## src/rtl/wbg_pkg.sv

```systemverilog
// Shared types and constants for the window brightness gradient block.
// No dependencies; every other file of the block refers to this package by scoped names.
`timescale 1ns / 1ps

package wbg_pkg;

  // fixed field and datapath widths
  localparam int unsigned PIX_W      = 8;
  localparam int unsigned SCALE_W    = 24;
  localparam int unsigned DARK_W     = 32;
  localparam int unsigned COEF_W     = 17;
  localparam int unsigned MUL_A_W    = 32;
  localparam int unsigned MUL_B_W    = 25;
  localparam int unsigned MUL_P_W    = MUL_A_W + MUL_B_W;
  localparam int unsigned RES_W      = 32;
  localparam int unsigned FRAC_W     = 16;
  localparam int unsigned ONE_Q16    = 65536;
  localparam int unsigned CFG_IDX_W  = 4;
  localparam int unsigned CFG_DATA_W = 24;

  typedef logic [COEF_W-1:0]         coef_t;
  typedef logic signed [DARK_W-1:0]  dark_t;
  typedef logic signed [MUL_P_W-1:0] mul_prod_t;

  // operands of the shared multiplier
  typedef struct packed {
    logic signed [MUL_A_W-1:0] a;
    logic signed [MUL_B_W-1:0] b;
  } mul_req_t;

  // divider status toward the sequencer
  typedef struct packed {
    logic busy;
    logic done;
  } div_stat_t;

  // configuration register indexes
  typedef enum logic [CFG_IDX_W-1:0] {
    CFG_IMAGE_WIDTH  = 4'd0,
    CFG_IMAGE_HEIGHT = 4'd1,
    CFG_HALF_WINDOW  = 4'd2,
    CFG_PIXEL_SCALE  = 4'd3
  } cfg_idx_e;

  // item kinds carried in tuser
  localparam logic OP_WRITE = 1'b0;
  localparam logic OP_QUERY = 1'b1;

endpackage

```

## src/rtl/wbg_mul.sv

```systemverilog
// Shared signed multiplier with a registered product.
// Depends on wbg_pkg for the operand struct and product type.
`timescale 1ns / 1ps

module wbg_mul (
  input  logic                clk_i,
  input  wbg_pkg::mul_req_t   req_i,
  output wbg_pkg::mul_prod_t  prod_o
);

  wbg_pkg::mul_prod_t prod_q;

  // one product per cycle
  always_ff @(posedge clk_i) begin
    prod_q <= wbg_pkg::mul_prod_t'(req_i.a) * wbg_pkg::mul_prod_t'(req_i.b);
  end

  assign prod_o = prod_q;

endmodule

```

## config.mk

```make
export PLATFORM = sky130hd
export DESIGN_NAME = wbg_mul
export DESIGN_NICKNAME = d
export VERILOG_FILES = /design/src/rtl/wbg_pkg.sv /design/src/rtl/wbg_mul.sv
export SDC_FILE = /design/constraint.sdc
export NUM_CORES = 2
export LEC_CHECK = 0
export BUFFER_PORTS_ARGS = -buffer_cell sky130_fd_sc_hd__buf_4
export CAP_MARGIN = 20
export CORE_ASPECT_RATIO = 1.4
export CORE_MARGIN = 2
export CORE_UTILIZATION = 32
export DETAILED_ROUTE_END_ITERATION = 7
export GPL_ROUTABILITY_DRIVEN = 0
export HOLD_SLACK_MARGIN = 0.03
export PLACE_DENSITY_LB_ADDON = 0.2
export SYNTH_ARGS = -nofsm -noshare
export SYNTH_HDL_FRONTEND = slang
export SYNTH_SLANG_ARGS = --single-unit
```

## constraint.sdc

```tcl
create_clock -name clk_i -period 8.5 [get_ports clk_i]
set_input_delay 0.425 -clock clk_i [delete_from_list [all_inputs] [get_ports clk_i]]
set_output_delay 0.425 -clock clk_i [all_outputs]
set_load 0.1 [all_outputs]
```

Yosys cells after proc, flatten, opt, wreduce, memory -nomap -nowiden --
Cells that the tools add are included. Widths: inputs -> output; s select.
Storage, ports and cells: bits of input ports 58, register bits after elaboration 57
Cells by class: multiply operators 1
Operators by type and width (number):
- $mul 32x25->57 | 1

Longest topological paths before layout --
depth in word-level cells 1, gate-level depth with buffers 26, gate-level depth less buffers 25

Worst setup path after synthesis --
No wires, ideal clock.
path kind input -> register, start input port req_i[56] (netlist name), end register prod_q[55] (netlist: prod_o[55]), data required time 8.368 ns, setup time 0.132 ns, data arrival time 6.644 ns, setup slack 1.725 ns, path buffers 1, stages 24, cell sequence clkbuf_1 nand2_1 inv_1 fa_1 fa_1 inv_1 fa_1 inv_1 fa_1 inv_1 fa_1 fa_1 fa_1 inv_1 ha_1 a21o_1 a21o_1 a21o_1 a21o_1 a21oi_1 o21ai_0 a21oi_1 o41ai_2 xor2_1
Between the ends: word-level cells in the longest chain between the ends 1
RTL lines:
- start, declared | line wbg_mul.sv:7 | input wbg_pkg::mul_req_t req_i,
- $mul 32x25->57 | line wbg_mul.sv:15 | prod_q <= wbg_pkg::mul_prod_t'(req_i.a) * wbg_pkg::mul_prod_t'(req_i.b);
- end signal, assigned | line wbg_mul.sv:15
- end, declared | line wbg_mul.sv:11 | wbg_pkg::mul_prod_t prod_q;
No other way between the ends.

Final worst setup path --
start input port req_i[1] (netlist name), end register prod_q[55] (netlist: prod_o[55])
Same word-level chain as after synthesis.

==> metrics.cfg <==
[run_status]
status=finished, final reports clean

[setup_path]
critPathLaunch=req_i[1]
cp_num_buf_inv=5
critPathKind=primary input to flip-flop
cp.required_ns=8.83
cp_max_fo=32
cp-start-kind=primary input
path_cells=buf_4 -> nand2_1 -> inv_1 -> fa_1 -> fa_1 -> inv_1 -> buf_4 -> fa_1 -> inv_1 -> fa_1 -> fa_1 -> fa_1 -> fa_1 -> ha_1 -> and3_1 -> nand2_1 -> nor2_1 -> nand2_1 -> a311oi_2 -> or3b_4 -> a31oi_4 -> o41ai_2 -> xor2_1
slowest_delay_ns=0.66
cp.arrival_ns=8.04
critPathCaptureType=flip-flop
cpMostUsedCell=fa_1
cp_top_family=adder cells
slowest_stage=fa_1

[min_path]
worstHoldEndpoint=prod_o[0]
holdCritPathClass=primary input to flip-flop
hold_start=req_i[0]
whs_path_depth=2

[synth]
ys_async_sr_fraction=0
synthMuxAreaShare=0
synth_top_area_share=0.553
synthFlopType=dfxtp_1
synth_top_family_by_area=adder cells
ys_ff_latch=57
syn_nets=4236
yosysTopAreaCell=fa_1
netlist_area_mm2=0.0296
synth_warnings=0
synth_xor_area_frac=0.0177
avgSynthCellArea_um2=9.25
synth-simple-area-share=0.155
synthTopCellsByCount=inv_1, fa_1, nand2_1
synth-seq-area-share=0.0385
synth-edff-count=0
synthTopCellsByArea=fa_1, inv_1, and2_1
synth_compound_area_frac=0.0413
post-synth-top-count-cell=inv_1
synthAdderAreaFrac=0.619
postSynthCellCount=3204
yosys.cell_types.count=63

[route]
drt_pass1_iterations=4
drtIter0Drc=733
routedWlPerCell_um=20.2
drt_wl_total_mm=89.0
antenna_left=0
drc=0
via_per_inst=4.70
vias=20693

[finish]
syn_to_final_growth_pct=7.62
fin_nets=4227
largest_register_ffs=57
final_layout_size_suffix_gt1_frac=0.0516

[timing]
max_slew_margin=0.469
tightestPinTransition_ns=0.796
setup_viol=0
setup_tns_ns=0
fmax_mhz=130
slew_violations=0
period_share=0.908
finalCriticalPeriod_ns=7.72
rsz0062_at_grt=no
hold_violations=0

[clock_network]
htree_levels=3
hold_buffers=0
cts_sinks=57
cts_tree=done
cts_setup_buffers=0
cts-root-buf=clkbuf_16
cts_buffers=9
cts.clk_slew.worst_paths_ns=0.06
cts_buffer_depth=2
cts_resized=0

[grt]
grt_first_pass_wirelength_mm=142
grtUsageTotal=0.201
grt_overflow=0
grt_max_degree=33
antenna_found_initial=0
grt_pass1_vias=24496

[floorplan]
core-area_mm2=0.0922
initial_core_util=0.322
die_w_um=261
dieHeight_um=364
core.rowCount=132
io_pins=115
die-area_mm2=0.0951

[placed_design]
hpwlAfterDp_mm=72.6
port_buffers=114

[job]
maxCapViolations=0

-- cells by family after synthesis --
kind of cell    after synthesis
buf+inv                    1013
fa+ha+maj                   974
simple gates                921
compound gates              179
xor+xnor                     60
flops                        57
-- worst max-delay path by stage --
stage	to	cells after the start
2_1_floorplan	prod_o[55]	24
3_3_place_gp	prod_o[55]	23
3_5_place_dp	prod_o[55]	23
4_1_cts	prod_o[55]	23
5_1_grt	prod_o[55]	23
6_report	prod_o[55]	23
-- layout by cell type (no fill, tap or decap), types with 3 or more instances in the layout --
| cell type | count |
|---|---|
| or3_1 | 4 |
| a31oi_1 | 8 |
| clkbuf_16 | 9 |
| ha_1 | 155 |
| o21bai_1 | 5 |
| nand4_1 | 9 |
| xnor2_1 | 45 |
| and3_1 | 6 |
| a21o_1 | 26 |
| nor3_1 | 6 |
| o21a_1 | 4 |
| nor2b_1 | 3 |
| xor2_1 | 15 |
| nand2_1 | 410 |
| fa_1 | 819 |
| dfxtp_1 | 57 |
| and2_1 | 397 |
| nor2_1 | 50 |
| a21oi_1 | 52 |
| nand2b_1 | 14 |
| o31ai_1 | 3 |
| nand3_1 | 13 |
| a211o_1 | 4 |
| inv_1 | 860 |
| a211oi_1 | 5 |
| clkinv_4 | 3 |
| o21ai_0 | 40 |
| buf_4 | 133 |
-- per-stage QoR --
| step | worst slack [ns] | area, um^2 | util | std cells | hold slack, ns |
|---|---|---|---|---|---|
| final | 0.781 | 31900 | 0.346 | 4407 | 0.495 |
| after global placement | 0.237 | 31600 | 0.343 | 4390 | 0.918 |
| after global routing | 0.459 | 31900 | 0.346 | 4406 | 0.508 |
| after detailed placement | 0.259 | 31600 | 0.343 | 4390 | 0.905 |
| after floorplan | 1.72 | 29600 | - | 3204 | 0.552 |
| after CTS | 0.653 | 31900 | 0.346 | 4406 | 0.459 |
-- layer usage --
metal | track usage | part of all wire | vias up
li1 | - | - | 9069
met1 | 0.196 | 0.33 | 11132
met2 | 0.408 | 0.58 | 330
met3 | 0.0196 | 0.022 | 162
met4 | 0.104 | 0.060 | 0
met5 | 0 | 0 | -
-- area by class of cell --
class	count	area (um^2)
Timing Repair Buffer	133	998
Fill cell	9653	60300
Multi-Input combinational cell	2134	24700
Inverter	860	3230
Clock buffer	9	225
Sequential cell	57	1140
Antenna cell	1	2.50
Clock inverter	7	103
Tap cell	1206	1510
Power is left out: the tool's default activity adds up to more than one toggle a clock period on the data nets, which glitch-free logic cannot reach.
