$ cat src/rtl/wbg_pkg.sv
// Shared types and constants for the window brightness gradient block.
// No dependencies; every other file of the block refers to this package by scoped names.
`timescale 1ns / 1ps

package wbg_pkg;

  // fixed field and datapath widths
  localparam int unsigned PIX_W      = 8;
  localparam int unsigned SCALE_W    = 24;
  localparam int unsigned DARK_W     = 32;
  localparam int unsigned COEF_W     = 17;
  localparam int unsigned MUL_A_W    = 32;
  localparam int unsigned MUL_B_W    = 25;
  localparam int unsigned MUL_P_W    = MUL_A_W + MUL_B_W;
  localparam int unsigned RES_W      = 32;
  localparam int unsigned FRAC_W     = 16;
  localparam int unsigned ONE_Q16    = 65536;
  localparam int unsigned CFG_IDX_W  = 4;
  localparam int unsigned CFG_DATA_W = 24;

  typedef logic [COEF_W-1:0]         coef_t;
  typedef logic signed [DARK_W-1:0]  dark_t;
  typedef logic signed [MUL_P_W-1:0] mul_prod_t;

  // operands of the shared multiplier
  typedef struct packed {
    logic signed [MUL_A_W-1:0] a;
    logic signed [MUL_B_W-1:0] b;
  } mul_req_t;

  // divider status toward the sequencer
  typedef struct packed {
    logic busy;
    logic done;
  } div_stat_t;

  // configuration register indexes
  typedef enum logic [CFG_IDX_W-1:0] {
    CFG_IMAGE_WIDTH  = 4'd0,
    CFG_IMAGE_HEIGHT = 4'd1,
    CFG_HALF_WINDOW  = 4'd2,
    CFG_PIXEL_SCALE  = 4'd3
  } cfg_idx_e;

  // item kinds carried in tuser
  localparam logic OP_WRITE = 1'b0;
  localparam logic OP_QUERY = 1'b1;

endpackage

$ cat src/rtl/wbg_coef_rom.sv
// Constant weight table: round(65536 * a / (a*a + b*b)) in Q1.16, built at elaboration.
// Depends on wbg_pkg for the coefficient type.
`timescale 1ns / 1ps

module wbg_coef_rom #(
  parameter int MAX_HALF_WINDOW = 8,
  parameter int HIW             = 4
) (
  input  logic [HIW-1:0]      a_i,
  input  logic [HIW-1:0]      b_i,
  output wbg_pkg::coef_t      coef_o
);

  wbg_pkg::coef_t tab [MAX_HALF_WINDOW+1][MAX_HALF_WINDOW+1];

  // one entry per offset magnitude pair, halves rounded up
  for (genvar ga = 0; ga <= MAX_HALF_WINDOW; ga++) begin : g_a
    for (genvar gb = 0; gb <= MAX_HALF_WINDOW; gb++) begin : g_b
      localparam int Den  = (ga == 0 && gb == 0) ? 1 : ga * ga + gb * gb;
      localparam int Coef = (2 * wbg_pkg::ONE_Q16 * ga + Den) / (2 * Den);
      assign tab[ga][gb] = wbg_pkg::coef_t'(Coef);
    end
  end

  assign coef_o = tab[a_i][b_i];

endmodule

$ cat config.mk
export PLATFORM = sky130hd
export DESIGN_NAME = wbg_coef_rom
export DESIGN_NICKNAME = d
export VERILOG_FILES = /design/src/rtl/wbg_pkg.sv /design/src/rtl/wbg_coef_rom.sv
export SDC_FILE = /design/constraint.sdc
export NUM_CORES = 1
export LEC_CHECK = 0
export ABC_AREA = 1
export BUFFER_PORTS_ARGS = -buffer_cell sky130_fd_sc_hd__buf_4
export CAP_MARGIN = 10
export CORE_AREA = 4 4 65 67
export DETAILED_ROUTE_END_ITERATION = 12
export DIE_AREA = 0 0 69 71
export MAX_ROUTING_LAYER = met4
export PLACE_DENSITY_LB_ADDON = 0.3
export SLEW_MARGIN = 10
export SYNTH_ARGS = -nofsm -noshare
export SYNTH_HDL_FRONTEND = slang
export SYNTH_SLANG_ARGS = --single-unit
export TNS_END_PERCENT = 30
$ cat constraint.sdc
create_clock -name vclk -period 2.7
set_clock_uncertainty 0.2 [all_clocks]
set_input_delay 0.405 -clock vclk [all_inputs]
set_output_delay 0.405 -clock vclk [all_outputs]
set_load 0.005 [all_outputs]
Word level (Yosys, flattened, before mapping)

Memory sizes are Yosys's and may differ from the RTL's.
Index checks and enable logic that the tools add are counted.

Input port bits: 8
Word-level logic and storage cells: 10
Register bits after elaboration: 0
Memory bits (read-only): 2,448
Memories: 1

Multiplexer cells: 5
Order comparisons: 2
Bitwise operators: 2

Memories:

| memory          | words | width | read ports | clocked after Yosys merged registers in | wr ports | RTL line           | RTL |
|---|---|---|---|---|---|---|---|
| (no name shown) | 16    | 153   | 1          | 0                                       | 0        | wbg_coef_rom.sv:25 | `assign coef_o = tab[a_i][b_i];` |

Operator list:

| operator           | count |
|---|---|
| $mux 153           | 2 |
| $bmux 17 s4        | 1 |
| $mux 17            | 2 |
| $ge 5x5->1 const B | 2 |
| $not 4->5          | 2 |

Longest topological paths before layout

Depth in word-level cells: 7
Mapped depth: 13
Mapped depth without buffers: 13

Worst setup path before layout

No wires, ideal clock.

Kind: input-to-output
From: input port a_i[1]
To: output port coef_o[4]
Slack: 0.538 ns
Data arrival time: 1.557 ns
Cell stages on the path: 13
Path through: inv_1 -> ha_1 -> nand2_2 -> inv_1 -> nand2_1 -> nand2_1 -> nor2_1 -> nand2_1 -> nand2_1 -> inv_1 -> nand2_1 -> nand2_1 -> nand2_1

Word-level cells in the longest chain between the ends: 7

Ends and longest elaborated chain:

| what                                         | RTL line           | RTL |
|---|---|---|
| start, declared                              | wbg_coef_rom.sv:9  | `input logic [HIW-1:0] a_i,` |
| $not 4->5 (implied by the code)              | wbg_coef_rom.sv:25 |  |
| $mem_v2 16x153                               | -                  |  |
| $mux 153 (implied by the code) (2 in series) | wbg_coef_rom.sv:25 |  |
| $bmux 17 s4                                  | wbg_coef_rom.sv:25 |  |
| $mux 17 (implied by the code) (2 in series)  | wbg_coef_rom.sv:25 |  |
| end, declared                                | wbg_coef_rom.sv:11 | `output wbg_pkg::coef_t coef_o` |

Every way passes these cells. The select of a mux whose other input is x is not followed.

Final worst setup path

From: input port a_i[0]
To: output port coef_o[5]

Same word-level chain as after synthesis.

==> flow_metrics.py <==
metrics = {
    "run_status": {
        "status": "finished clean",
    },
    "worst_hold_path": {
        "hold_class": "in2out",
        "hold_path_depth": 5,
    },
    "drt": {
        "antenna_left": 0,
        "drc_errors": 0,
        "vias_per_cell": 6.176,
        "num_vias": 2631,
        "routedWlPerCell_um": 18.09,
        "drt_wl_total_um": 7705,
        "drtIter0Drc": 434,
        "drt_pass1_iterations": 6,
    },
    "yosys": {
        "netlist_area_um2": 1798,
        "synthTopCellsByArea": "nand2_1 (33%), nand3_1 (13%), buf_6 (6.9%)",
        "synth.top_cell.area_share_pct": 32.57,
        "yosysSeqAreaShare_pct": 0,
        "syn-instance-count": 362,
        "syn-num-nets": 378,
        "yosys_warnings": 0,
        "yosysTopAreaCell": "nand2_1",
        "avgSynthCellArea_um2": 4.967,
        "synth.distinct_cells": 29,
    },
    "placed_design": {
        "io_buffers": 25,
        "place.detailed.hpwl_um": 6027,
        "routabilityCongestion": 1.055,
    },
    "worst_setup_path": {
        "worstPathMaxFanout": 8,
        "crit_type": "in2out",
        "worstPathArrival_ns": 1.95,
        "endpoint_kind": "output port",
        "cp-start-kind": "input port",
        "worst_ep_required_time_ns": 2.10,
    },
    "layout": {
        "ff_latch_area_um2": 0,
        "diodes": 0,
        "final.clkbuf_count": 0,
        "layout_commonest_cell": "nand2_1",
        "mostFrequentLayoutCells": "nand2_1 (156), nand3_1 (45), buf_4 (32)",
        "fin_nets": 396,
        "syn2layout_area_growth_pct": 8.977,
        "seq_cell_count": 0,
        "drive_above_1_share_pct": 15.87,
    },
    "timing": {
        "maxSlewViolCount": 0,
        "finalSetupViolations": 0,
        "tightest_slew_ns": 0.5225,
        "min_period_ns": 2.553,
        "rsz0062_at_grt": "no",
        "finalCritPeriodShare_pct": 94.56,
        "fmax_mhz": 391.7,
        "worst_hold_slack_ns": 1.013,
        "slew_headroom_pct": 65.04,
        "fin_tns_setup_ns": 0,
        "hold_viol_final": 0,
    },
    "die": {
        "num_io_pins": 25,
        "die_w_um": 69,
        "die_area_um2": 4899,
        "die_h_um": 71,
        "rows": 22,
        "initial_utilization_pct": 49.48,
        "core-area_um2": 3633,
    },
    "job": {
        "max_cap_viol_count": 0,
    },
    "global_route": {
        "gr-total-overflow": 0,
        "grt_pass1_vias": 2387,
        "grt_first_pass_wirelength_um": 12500,
        "antenna_found_initial": 0,
        "grt_max_degree": 28,
        "grtUsageTotal_pct": 32.06,
    },
    "pwr": {
        "p_leak_nw": 1.053,
        "p_per_area_nw_per_um2": 180.1,
        "ir_worst_vdd_mv": 0.1170,
    },
    "clock_tree": {
        "post_cts_buffers": 0,
        "postCtsHoldBufs": 0,
    },
}
[where the power goes]
part | total (W) | internal [W] | switching (W) | leakage [nW]
Clock | 0 | 0 | 0 | 0
Sequential | 0 | 0 | 0 | 0
Combinational | 0.000353 | 0.000115 | 0.000238 | 1.05
[layer usage]
layer  share of wire [%]  vias to the layer above  GRT usage (%)
met5                   0                        -              -
met4                 6.7                        0          16.05
met3                  13                       56          3.125
met2                  42                      222          47.25
met1                  38                     1139          43.27
li1                    -                     1214              -
[final cells by class]
type                       instances  area (µm²)
multi-input combinational        318        1541
tap                               48       60.06
timing repair buffer              32       240.2
fill                             428        1674
inverter                          28       117.6
[logic make-up after synthesis]
group	share of synthesized area (%)
buf+inv	14.68
fa+ha+maj	5.567
compound gates	17.12
simple gates	62.63
[final timing paths]
kind,endpoint,start,slack [ns]
hold / removal,coef_o[10],b_i[2],1.01
setup / recovery,coef_o[5],a_i[0],0.15
[cells in the mapped netlist (5+ instances only)]
cell type and number:
nand3_1 45, nand2_1 156, nor2_1 30, inv_1 20, ha_1 8, a21oi_1 16
buf_6 11, nor2_4 5, o21ai_0 13, o21ai_1 14
[metrics by stage]
stage / power, W / instances / instance area (µm²) / util (%) / setup slack (ns)
final: 0.0003528 / 426 / 1959 / 53.93 / 0.1470
after global routing: 0.0003830 / 426 / 1959 / 53.93 / 0.01042
after CTS: 0.0003386 / 426 / 1952 / 53.72 / 0.1150
after detailed placement: 0.0003375 / 426 / 1952 / 53.72 / 0.1173
after global placement: 0.0003444 / 426 / 1952 / 53.72 / 0.1603
after floorplan: 0.0002321 / 362 / 1798 / - / 0.5381
[critical path, stage by stage]
cell     delay, ns
buf_4         0.12
buf_4         0.16
ha_1          0.24
inv_1         0.09
nand2_1       0.24
nand3_2       0.15
nor2_1        0.06
a21oi_1       0.13
nand2_1       0.07
nand2_1       0.06
nand3_1       0.08
buf_4         0.14
[repair_timing]
item | in CTS | in global routing
endpoints found under the setup margin | 0 | 1
hold endpoints to repair | 0 | 0
resized for setup | 0 | 2
(Power assumes the default switching activity.)
