$ cat src/rtl/wbg_pkg.sv
// Shared types and constants for the window brightness gradient block.
// No dependencies; every other file of the block refers to this package by scoped names.
`timescale 1ns / 1ps

package wbg_pkg;

  // fixed field and datapath widths
  localparam int unsigned PIX_W      = 8;
  localparam int unsigned SCALE_W    = 24;
  localparam int unsigned DARK_W     = 32;
  localparam int unsigned COEF_W     = 17;
  localparam int unsigned MUL_A_W    = 32;
  localparam int unsigned MUL_B_W    = 25;
  localparam int unsigned MUL_P_W    = MUL_A_W + MUL_B_W;
  localparam int unsigned RES_W      = 32;
  localparam int unsigned FRAC_W     = 16;
  localparam int unsigned ONE_Q16    = 65536;
  localparam int unsigned CFG_IDX_W  = 4;
  localparam int unsigned CFG_DATA_W = 24;

  typedef logic [COEF_W-1:0]         coef_t;
  typedef logic signed [DARK_W-1:0]  dark_t;
  typedef logic signed [MUL_P_W-1:0] mul_prod_t;

  // operands of the shared multiplier
  typedef struct packed {
    logic signed [MUL_A_W-1:0] a;
    logic signed [MUL_B_W-1:0] b;
  } mul_req_t;

  // divider status toward the sequencer
  typedef struct packed {
    logic busy;
    logic done;
  } div_stat_t;

  // configuration register indexes
  typedef enum logic [CFG_IDX_W-1:0] {
    CFG_IMAGE_WIDTH  = 4'd0,
    CFG_IMAGE_HEIGHT = 4'd1,
    CFG_HALF_WINDOW  = 4'd2,
    CFG_PIXEL_SCALE  = 4'd3
  } cfg_idx_e;

  // item kinds carried in tuser
  localparam logic OP_WRITE = 1'b0;
  localparam logic OP_QUERY = 1'b1;

endpackage

$ cat src/rtl/wbg_div.sv
// Bit-serial restoring divider, one quotient bit per cycle.
// Depends on wbg_pkg for the status struct.
`timescale 1ns / 1ps

module wbg_div #(
  parameter int NUM_W = 44,
  parameter int DEN_W = 9
) (
  input  logic                clk_i,
  input  logic                rst_ni,
  input  logic                start_i,
  input  logic [NUM_W-1:0]    dividend_i,
  input  logic [DEN_W-1:0]    divisor_i,
  output logic [NUM_W-1:0]    quotient_o,
  output wbg_pkg::div_stat_t  stat_o
);

  localparam int CW = $clog2(NUM_W + 1);

  logic             busy_q;
  logic             done_q;
  logic [CW-1:0]    cnt_q;
  logic [NUM_W-1:0] quo_q;
  logic [DEN_W-1:0] rem_q;
  logic [DEN_W-1:0] dvs_q;
  logic [DEN_W:0]   rem_sh;
  logic [DEN_W:0]   diff;
  logic             ge;
  logic [DEN_W-1:0] rem_n;

  // one restoring step
  assign rem_sh = {rem_q, quo_q[NUM_W-1]};
  assign diff   = rem_sh - {1'b0, dvs_q};
  assign ge     = rem_sh >= {1'b0, dvs_q};
  assign rem_n  = ge ? diff[DEN_W-1:0] : rem_sh[DEN_W-1:0];

  // step counter and status
  always_ff @(posedge clk_i or negedge rst_ni) begin
    if (!rst_ni) begin
      busy_q <= 1'b0;
      done_q <= 1'b0;
      cnt_q  <= '0;
    end else begin
      done_q <= 1'b0;
      if (start_i) begin
        busy_q <= 1'b1;
        cnt_q  <= CW'(NUM_W);
      end else if (busy_q) begin
        cnt_q <= cnt_q - CW'(1);
        if (cnt_q == CW'(1)) begin
          busy_q <= 1'b0;
          done_q <= 1'b1;
        end
      end
    end
  end

  // quotient and remainder
  always_ff @(posedge clk_i) begin
    if (start_i) begin
      quo_q <= dividend_i;
      rem_q <= '0;
      dvs_q <= divisor_i;
    end else if (busy_q) begin
      quo_q <= {quo_q[NUM_W-2:0], ge};
      rem_q <= rem_n;
    end
  end

  assign quotient_o  = quo_q;
  assign stat_o.busy = busy_q;
  assign stat_o.done = done_q;

endmodule
$ cat config.mk
export PLATFORM = sky130hd
export DESIGN_NAME = wbg_div
export DESIGN_NICKNAME = d
export VERILOG_FILES = /design/src/rtl/wbg_pkg.sv /design/src/rtl/wbg_div.sv
export SDC_FILE = /design/constraint.sdc
export NUM_CORES = 1
export LEC_CHECK = 0
export ABC_CLOCK_PERIOD_IN_PS = 6400
export BUFFER_PORTS_ARGS = -buffer_cell sky130_fd_sc_hd__buf_2
export CAP_MARGIN = 20
export CORE_MARGIN = 2
export CORE_UTILIZATION = 35
export DETAILED_ROUTE_END_ITERATION = 6
export GPL_ROUTABILITY_DRIVEN = 0
export MAX_ROUTING_LAYER = met4
export PLACE_DENSITY_LB_ADDON = 0.12
export SYNTH_ARGS = -nofsm -noshare
export SYNTH_HDL_FRONTEND = slang
export SYNTH_SLANG_ARGS = --single-unit
$ cat constraint.sdc
create_clock -name clk_i -period 6.4 [get_ports clk_i]
set_input_delay 0.96 -clock clk_i [delete_from_list [all_inputs] [get_ports clk_i]]
set_output_delay 0.96 -clock clk_i [all_outputs]
set_load 0.02 [all_outputs]
# After elaboration in Yosys (flattened, before gate mapping)
# Cells that the tools add are included.
dict set report totals {
  ff_bits 70
  latchBits 0
  ramBits 0
  mem_bits_ro 0
  input_bits 56
  output_inout_bits 46
  elab_cells 22
  memories 0
}
dict set report classes {
  add_sub_neg 2
  n_mul 0
  n_div 0
  n_lt_le_gt_ge 1
  n_eq_ne 1
  shifts 0
  n_mux 11
  bitwise 0
  n_reduce_logical 1
}
# cell count
set op_table {}
lappend op_table {{$mux 44} 2}
lappend op_table {{$mux 6} 2}
lappend op_table {{$ge 10x9->1} 1}
lappend op_table {{$mux 9} 1}
lappend op_table {{$sub 9x9->9} 1}
lappend op_table {{$eq 6x1->1 const B} 1}
lappend op_table {{$mux 1} 6}
lappend op_table {{$sub 6x1->6 const B} 1}
lappend op_table {{$reduce_bool 2->1} 1}

# Logic depth before layout (Yosys ltp)
# Gate-level depths: netlist of run 1.
dict set report depth {
  word_depth 4
  ltp_mapped 10
  mapped_depth_nobuf 9
}

# Worst setup path before layout of run 1
# No wires, ideal clock.
dict set report synth_path {
  path_kind {input to register}
  startpoint {input port start_i}
  endpoint {register quo_q[0], in the netlist quotient_o[0] (enable)}
  setup_time_ns 0.398
  t_arrival_ns 2.274
  required_time_ns 6.002
  setup_slack_ns 3.727
  cell_stages 3
  n_path_buf 1
  path_cell_list {buf_1 nor2_1 inv_1}
}
dict set report synth_via {
  elab_chain_len 1
}
# element line
set synth_lines {}
lappend synth_lines {{start: declaration} wbg_div.sv:11} ;# input logic start_i,
lappend synth_lines {{$reduce_bool 2->1 (no source line)} -}
lappend synth_lines {{end signal: assignment} wbg_div.sv:61} ;# quo_q <= dividend_i;
lappend synth_lines {{end signal: assignment} wbg_div.sv:65} ;# quo_q <= {quo_q[NUM_W-2:0], ge};
lappend synth_lines {{end: declaration} wbg_div.sv:23} ;# logic [NUM_W-1:0] quo_q;
# Every way passes these cells.
# A chain may end at the register's enable or synchronous reset.

# Worst setup path in the final report of run 1
dict set report layout_path {
  startpoint {input port start_i}
  endpoint {register quo_q[2], in the netlist quotient_o[2] (enable)}
}
# The elaborated chain is that of the path after synthesis.

==> results.tsv, run 1 <==
stage	metric	value	unit
pwr	switching share of total power	0.319	
logic_synthesis	top cells by area, synth	edfxtp_1 (47%), mux2_2 (15%), dfrtp_1 (6.0%), dfxtp_1 (5.4%), ha_1 (4.1%)	
setup_path	reg2reg setup slack	3.67	ns
logic_synthesis	area leader, netlist	edfxtp_1	
timing	Slew @ Worst Pin	0.927	ns
logic_synthesis	FFs w/ async S/R, synth	0.114	
floorplanning	initial core utilization	0.362	
setup_path	Critical Path RT	6.36	ns
cells_and_area	layout cells sized above 1	0.469	
pwr	P_int	0.911	mW
timing	fin crit period	2.79	ns
logic_synthesis	top cell type's share of synthesized area	0.474	
clocking	hold buffers post-CTS	0	
drt	Vias	2252	
clocking	CTS Buf Count	9	
cells_and_area	Layout Cells excl Fill	485	
setup_path	Worst Path Arrival	2.75	ns
timing	Setup TNS	0	ns
run_status	status	completed	
floorplanning	CORE AREA	9280	um^2
clocking	clock latency on the worst-skew pair	0.34	ns
logic_synthesis	most common cell in the netlist	edfxtp_1	
floorplanning	io pins	102	
setup_path	CP startpoint kind	primary input	
setup_path	RR Startpoint	quotient_o[43]	
drt	Routed met2 length	3290	um
clocking	CTS tree	yes	
logic_synthesis	Post-synth EDFFs	53	
cells_and_area	final net count	419	
grt	grt ovf	0	
setup_path	CP Capture Type	register	
drt	vias per std cell	4.64	
cells_and_area	Antenna Diode Count	0	
timing	RSZ-0062 raised after global routing	no	
logic_synthesis	Synth Warn #	0	
pwr	Max rail drop VDD	0.107	mV
logic_synthesis	Avg Cell Area, Syn	13.5	um^2
logic_synthesis	sequential share of the synthesized area	0.587	
grt	first-pass GRT wire length	11000	um
setup_path	CP Launch Point	start_i	
logic_synthesis	mapped cell area	3360	um^2
cells_and_area	Area Overhead vs Synth	24.2	%
clocking	CTS max path bufs	2	
floorplanning	Die Y-Extent	102	um
logic_synthesis	Synth Flop Type	edfxtp_1	
drt	Highest Signal Layer	met4	
logic_synthesis	post-synth cell types	44	
pwr	Leak	1.78	nW
drt	drt wl/cell	14.1	um
timing	count of pins over their slew limit	0	
logic_synthesis	Post-Syn Instances	249	
drt	Pre-Repair DR Iteration Count	4	
grt	antenna violations before repair	0	
timing	Worst Clk Skew	0.00567	ns
logic_synthesis	list of most frequent post-synthesis cells	edfxtp_1 (53), mux2_2 (44), nor2_1 (20), inv_1 (15), ha_1 (11)	
timing	Final period util	0.436	
timing	fmax	358	MHz
placed_design	placed insts	469	
setup_path	worst-path maximum fanout	67	
worst_hold_path	Min-Delay Path Class	in2async	
timing	number of hold violations in the final report	0	
run	maxcap violations	0	
clocking	CTS sink cnt	70	
grt	number of global-route vias before repair	2224	
grt	largest net degree at the start of global routing	68	
drt	post-route ant nets	0	
drt	metal1 wirelength	3050	um
clocking	clock slew at reported path FFs	0.08	ns
cells_and_area	post-layout util	0.449	
placed_design	post-DP HPWL	4820	um
pwr	Power Density	321	nW/um^2
floorplanning	Die Width	102	um
grt	total track usage	0.144	
pwr	Comb power frac	0.287	
timing	endpoints failing setup	0	
floorplanning	Die Area	10400	um^2
setup_path	WS Path Type	in2reg	
drt	initial drt markers	113	
placed_design	port buffer count	101	
pwr	register share of total power	0.449	
clocking	# H-tree levels	3	
pwr	clock power share	0.264	
timing	Worst slew margin	0.381	
pwr	Switch Pwr	0.426	mW
drt	met3 WL	386	um
logic_synthesis	synthesized flop and latch total	70	
drt	DRC viols	0	
floorplanning	number of cell rows	35	
clocking	Post-CTS Resized	0	
logic_synthesis	syn_nets	317	
clocking	post-CTS setup buffer count	0	
clocking	clk root buf	clkbuf_8	
drt	total wire length	6820	um
## power groups by stage
stage	Sequential [mW]	Clock, mW	Combinational [mW]
after floorplan	0.643	0	0.249
after detailed placement	0.611	0	0.388
after global routing	0.610	0.388	0.428
after global placement	0.613	0	0.384
final	0.601	0.352	0.384
after CTS	0.602	0.366	0.390
## cell type report
type                            count  area [um^2]
Timing Repair Buffer              102          513
Fill cell                         896         5110
Clock inverter                      5         58.8
Clock buffer                       11          131
Inverter                           15         56.3
Sequential cell                    70         1970
Multi-Input combinational cell    153         1280
Tap cell                          129          161
## critical path: stages
cell and delay, ns:
buf_2 0.07, buf_4 0.60, nor2_1 0.28, inv_2 0.74
## per-layer routing
layer	GRT usage	vias up
li1	-	1130
met1	0.190	1060
met2	0.210	54
met3	0.0417	8
met4	0.0554	0
met5	-	-
## stage by stage
stage	power, mW	cell area [um^2]	hold slack, ns	worst slack, ns
after global placement	0.998	3980	0.461	3.25
after floorplan	0.892	3360	0.426	3.73
after global routing	1.43	4170	0.433	3.39
after detailed placement	0.999	3980	0.462	3.23
final	1.34	4170	0.446	3.61
after CTS	1.36	4170	0.434	3.60
## sequential cells by signal, summed over array words and instances, names as in the netlist
register and flops:
quotient_o 44, done_q 1, rem_q 9, cnt_q 6, dvs_q 9, busy_q 1
## layout by cell type, fill, tap and decap left out, types with 2 or more instances in the layout
cell type   count
a211oi_1        4
a211oi_2        2
a21oi_1         8
a32oi_1         2
and3_1          2
buf_2         101
clkbuf_1        2
clkbuf_8        9
clkinvlp_4      2
dfrtp_1         8
dfxtp_1         9
edfxtp_1       53
ha_1           11
inv_1          14
mux2_2         44
mux2i_1         6
nand2_1         7
nand2b_1        7
nand3_1         2
nand3b_1        2
nor2_1         20
nor2b_1         2
o21ai_0         4
o31ai_1         3
xnor2_1         4
xor2_1          4
## cell families after synthesis
logic type / Yosys count / synth area share
compound gates: 32 / 0.0686
xor+xnor: 8 / 0.0209
fa+ha+maj: 12 / 0.0469
buf+inv: 26 / 0.0324
flops: 70 / 0.587
mux: 50 / 0.165
simple gates: 51 / 0.0786
## path summary, 6_finish.rpt
kind	endpoint	cells past startpoint
min in group clk_i	rem_q[8]	2
worst min register to register	rem_q[8]	2
max in group asynchronous	busy_q	1
worst min-delay path	cnt_q[5]	1
worst max-delay path	quotient_o[2]	4
worst max register to register	rem_q[4]	9
(Power assumes the default switching activity.)
==> run 2, diff against run 1 <==
--- a/config.mk
+++ b/config.mk
@@ -5,7 +5,7 @@
 export SDC_FILE = /design/constraint.sdc
 export NUM_CORES = 1
 export LEC_CHECK = 0
-export ABC_CLOCK_PERIOD_IN_PS = 6400
+export ABC_CLOCK_PERIOD_IN_PS = 2600
 export BUFFER_PORTS_ARGS = -buffer_cell sky130_fd_sc_hd__buf_2
 export CAP_MARGIN = 20
 export CORE_MARGIN = 2
==> constraint.sdc (replaced) <==
create_clock -name clk_i -period 2.6 [get_ports clk_i]
set_input_delay 0.39 -clock clk_i [delete_from_list [all_inputs] [get_ports clk_i]]
set_output_delay 0.39 -clock clk_i [all_outputs]
set_load 0.02 [all_outputs]
==> results.tsv, run 2 (synthesized netlist as in run 1, its figures left out) <==
stage	metric	value	unit
run_status	status	completed	
cells_and_area	final net count	428	
pwr	Switch Pwr	1.08	mW
timing	endpoints failing setup	0	
cells_and_area	most common cell after layout, fill and taps aside	buf_2	
timing	count of pins over their slew limit	0	
grt	total track usage	0.150	
setup_path	critical path cell sequence	inv_1 -> ha_1 -> inv_1 -> fa_1 -> a211oi_2 -> o211ai_1 -> a21oi_2 -> buf_4 -> or4_1 -> a32o_1	
pwr	Comb power frac	0.304	
drt	initial drt markers	85	
placed_design	post-DP HPWL	5020	um
setup_path	WS Path Type	reg2reg	
floorplanning	Die Y-Extent	102	um
cells_and_area	Antenna Diode Count	0	
clocking	clock slew at reported path FFs	0.08	ns
clocking	clk root buf	clkbuf_8	
clocking	clock latency on the worst-skew pair	0.35	ns
grt	antenna violations before repair	0	
grt	grt ovf	0	
timing	fmax	421	MHz
timing	Setup TNS	0	ns
cells_and_area	design area	4270	um^2
clocking	CTS Buf Count	9	
setup_path	Worst Path Arrival	2.61	ns
timing	RSZ-0062 raised after global routing	no	
floorplanning	number of cell rows	35	
clocking	CTS sink cnt	70	
cells_and_area	layout cells sized above 1	0.479	
pwr	clock power share	0.260	
setup_path	Critical Path RT	2.83	ns
cells_and_area	Area Overhead vs Synth	27.1	%
setup_path	slowest library cell on the worst path	or4_1	
timing	fin crit period	2.37	ns
timing	Slew @ Worst Pin	0.613	ns
drt	drt wl/cell	14.6	um
floorplanning	Die Width	102	um
pwr	Leak	1.84	nW
pwr	register share of total power	0.436	
grt	number of global-route vias before repair	2310	
drt	vias per std cell	4.68	
drt	Vias	2313	
cells_and_area	post-layout util	0.460	
setup_path	CP Capture Type	register	
floorplanning	Die Area	10400	um^2
placed_design	dpl cell area	4040	um^2
setup_path	max incr delay on CP	0.52	ns
clocking	CTS tree	yes	
pwr	P_int	2.30	mW
timing	Final period util	0.913	
grt	largest net degree at the start of global routing	67	
timing	number of hold violations in the final report	0	
worst_hold_path	Min-Delay Path Class	in2reg	
timing	Worst slew margin	0.590	
pwr	switching share of total power	0.319	
cells_and_area	max reg flops	44	
pwr	Power Density	791	nW/um^2
run	maxcap violations	0	
clocking	CTS max path bufs	2	
timing	Worst Clk Skew	0.0147	ns
clocking	# H-tree levels	3	
cells_and_area	Layout fillers	916	
floorplanning	CORE AREA	9280	um^2
setup_path	most frequent CP cell	inv_1	
drt	Pre-Repair DR Iteration Count	5	
grt	first-pass GRT wire length	11500	um
cells_and_area	most frequent cells in the layout	buf_2 (101), edfxtp_1 (53), mux2_2 (44)	
pwr	Max rail drop VDD	0.269	mV
drt	total wire length	7220	um
placed_design	port buffer count	101	
setup_path	CP startpoint kind	register	
floorplanning	io pins	102	
setup_path	worst-path maximum fanout	4	
drt	DRC viols	0	
timing	Min Hold Slack	0.211	ns
drt	post-route ant nets	0	
floorplanning	initial core utilization	0.362	
-- run 2: power by group through the flow --
stage          Sequential (mW)  Clock [mW]  Combinational (mW)
6_report                  1.47       0.878                1.03
5_1_grt                   1.50       0.943                1.14
4_1_cts                   1.48       0.915               0.994
3_5_place_dp              1.50           0               0.988
3_3_place_gp              1.50           0               0.985
2_1_floorplan             1.58           0               0.613
-- run 2: per-stage QoR --
step / std cells / total power [mW] / worst slack (ns)
global route: 494 / 3.59 / 0.0419
detailed placement: 474 / 2.49 / 0.119
CTS: 491 / 3.39 / 0.0954
floorplan: 249 / 2.20 / 0.265
global placement: 474 / 2.49 / 0.177
finish: 494 / 3.38 / 0.227
-- run 2: path summary, 6_finish.rpt --
path / from / endpoint / slack (ns) / cells after the start
setup / recovery: quotient_o[43] / rem_q[7] / 0.23 / 10
hold / removal: divisor_i[6] / dvs_q[6] / 0.21 / 1
setup reg to reg: quotient_o[43] / rem_q[7] / 0.23 / 10
hold reg to reg: rem_q[8] / rem_q[8] / 0.47 / 2
max in group asynchronous: rst_ni / busy_q / 2.02 / 2
min in group asynchronous: rst_ni / cnt_q[5] / 0.41 / 2
-- run 2: critical path, delay by kind of cell, from the launching register on --
| kind | cells | cell delay, ns |
|---|---|---|
| buf+inv | 3 | 0.28 |
| fa+ha+maj | 2 | 0.41 |
| flops | 1 | 0.37 |
| simple gates | 1 | 0.52 |
| compound gates | 4 | 0.70 |
-- run 2: area by class of cell --
| cell class | count | area (um^2) | area share |
|---|---|---|---|
| Timing Repair Buffer | 111 | 612 | 0.143 |
| Tap cell | 129 | 161 | 0.0378 |
| Clock buffer | 10 | 128 | 0.0299 |
| Sequential cell | 70 | 1970 | 0.462 |
| Clock inverter | 6 | 62.6 | 0.0147 |
| Inverter | 15 | 56.3 | 0.0132 |
| Multi-Input combinational cell | 153 | 1280 | 0.299 |
-- run 2: what timing repair did --
action / 4_1_cts / 5_1_grt
hold buffers: 1 / 0
resized for setup: 0 / 1
endpoints found under the setup margin: 0 / 7
setup buffers: 0 / 3
endpoints found under the hold margin: 8 / 0
-- run 2: metal layers --
| metal | vias up | track usage | routed length, um |
|---|---|---|---|
| met2 | 66 | 0.227 | 3400 |
| met5 | - | - | 0 |
| li1 | 1143 | - | - |
| met4 | 0 | 0.0615 | 101 |
| met3 | 7 | 0.0431 | 383 |
| met1 | 1097 | 0.189 | 3340 |
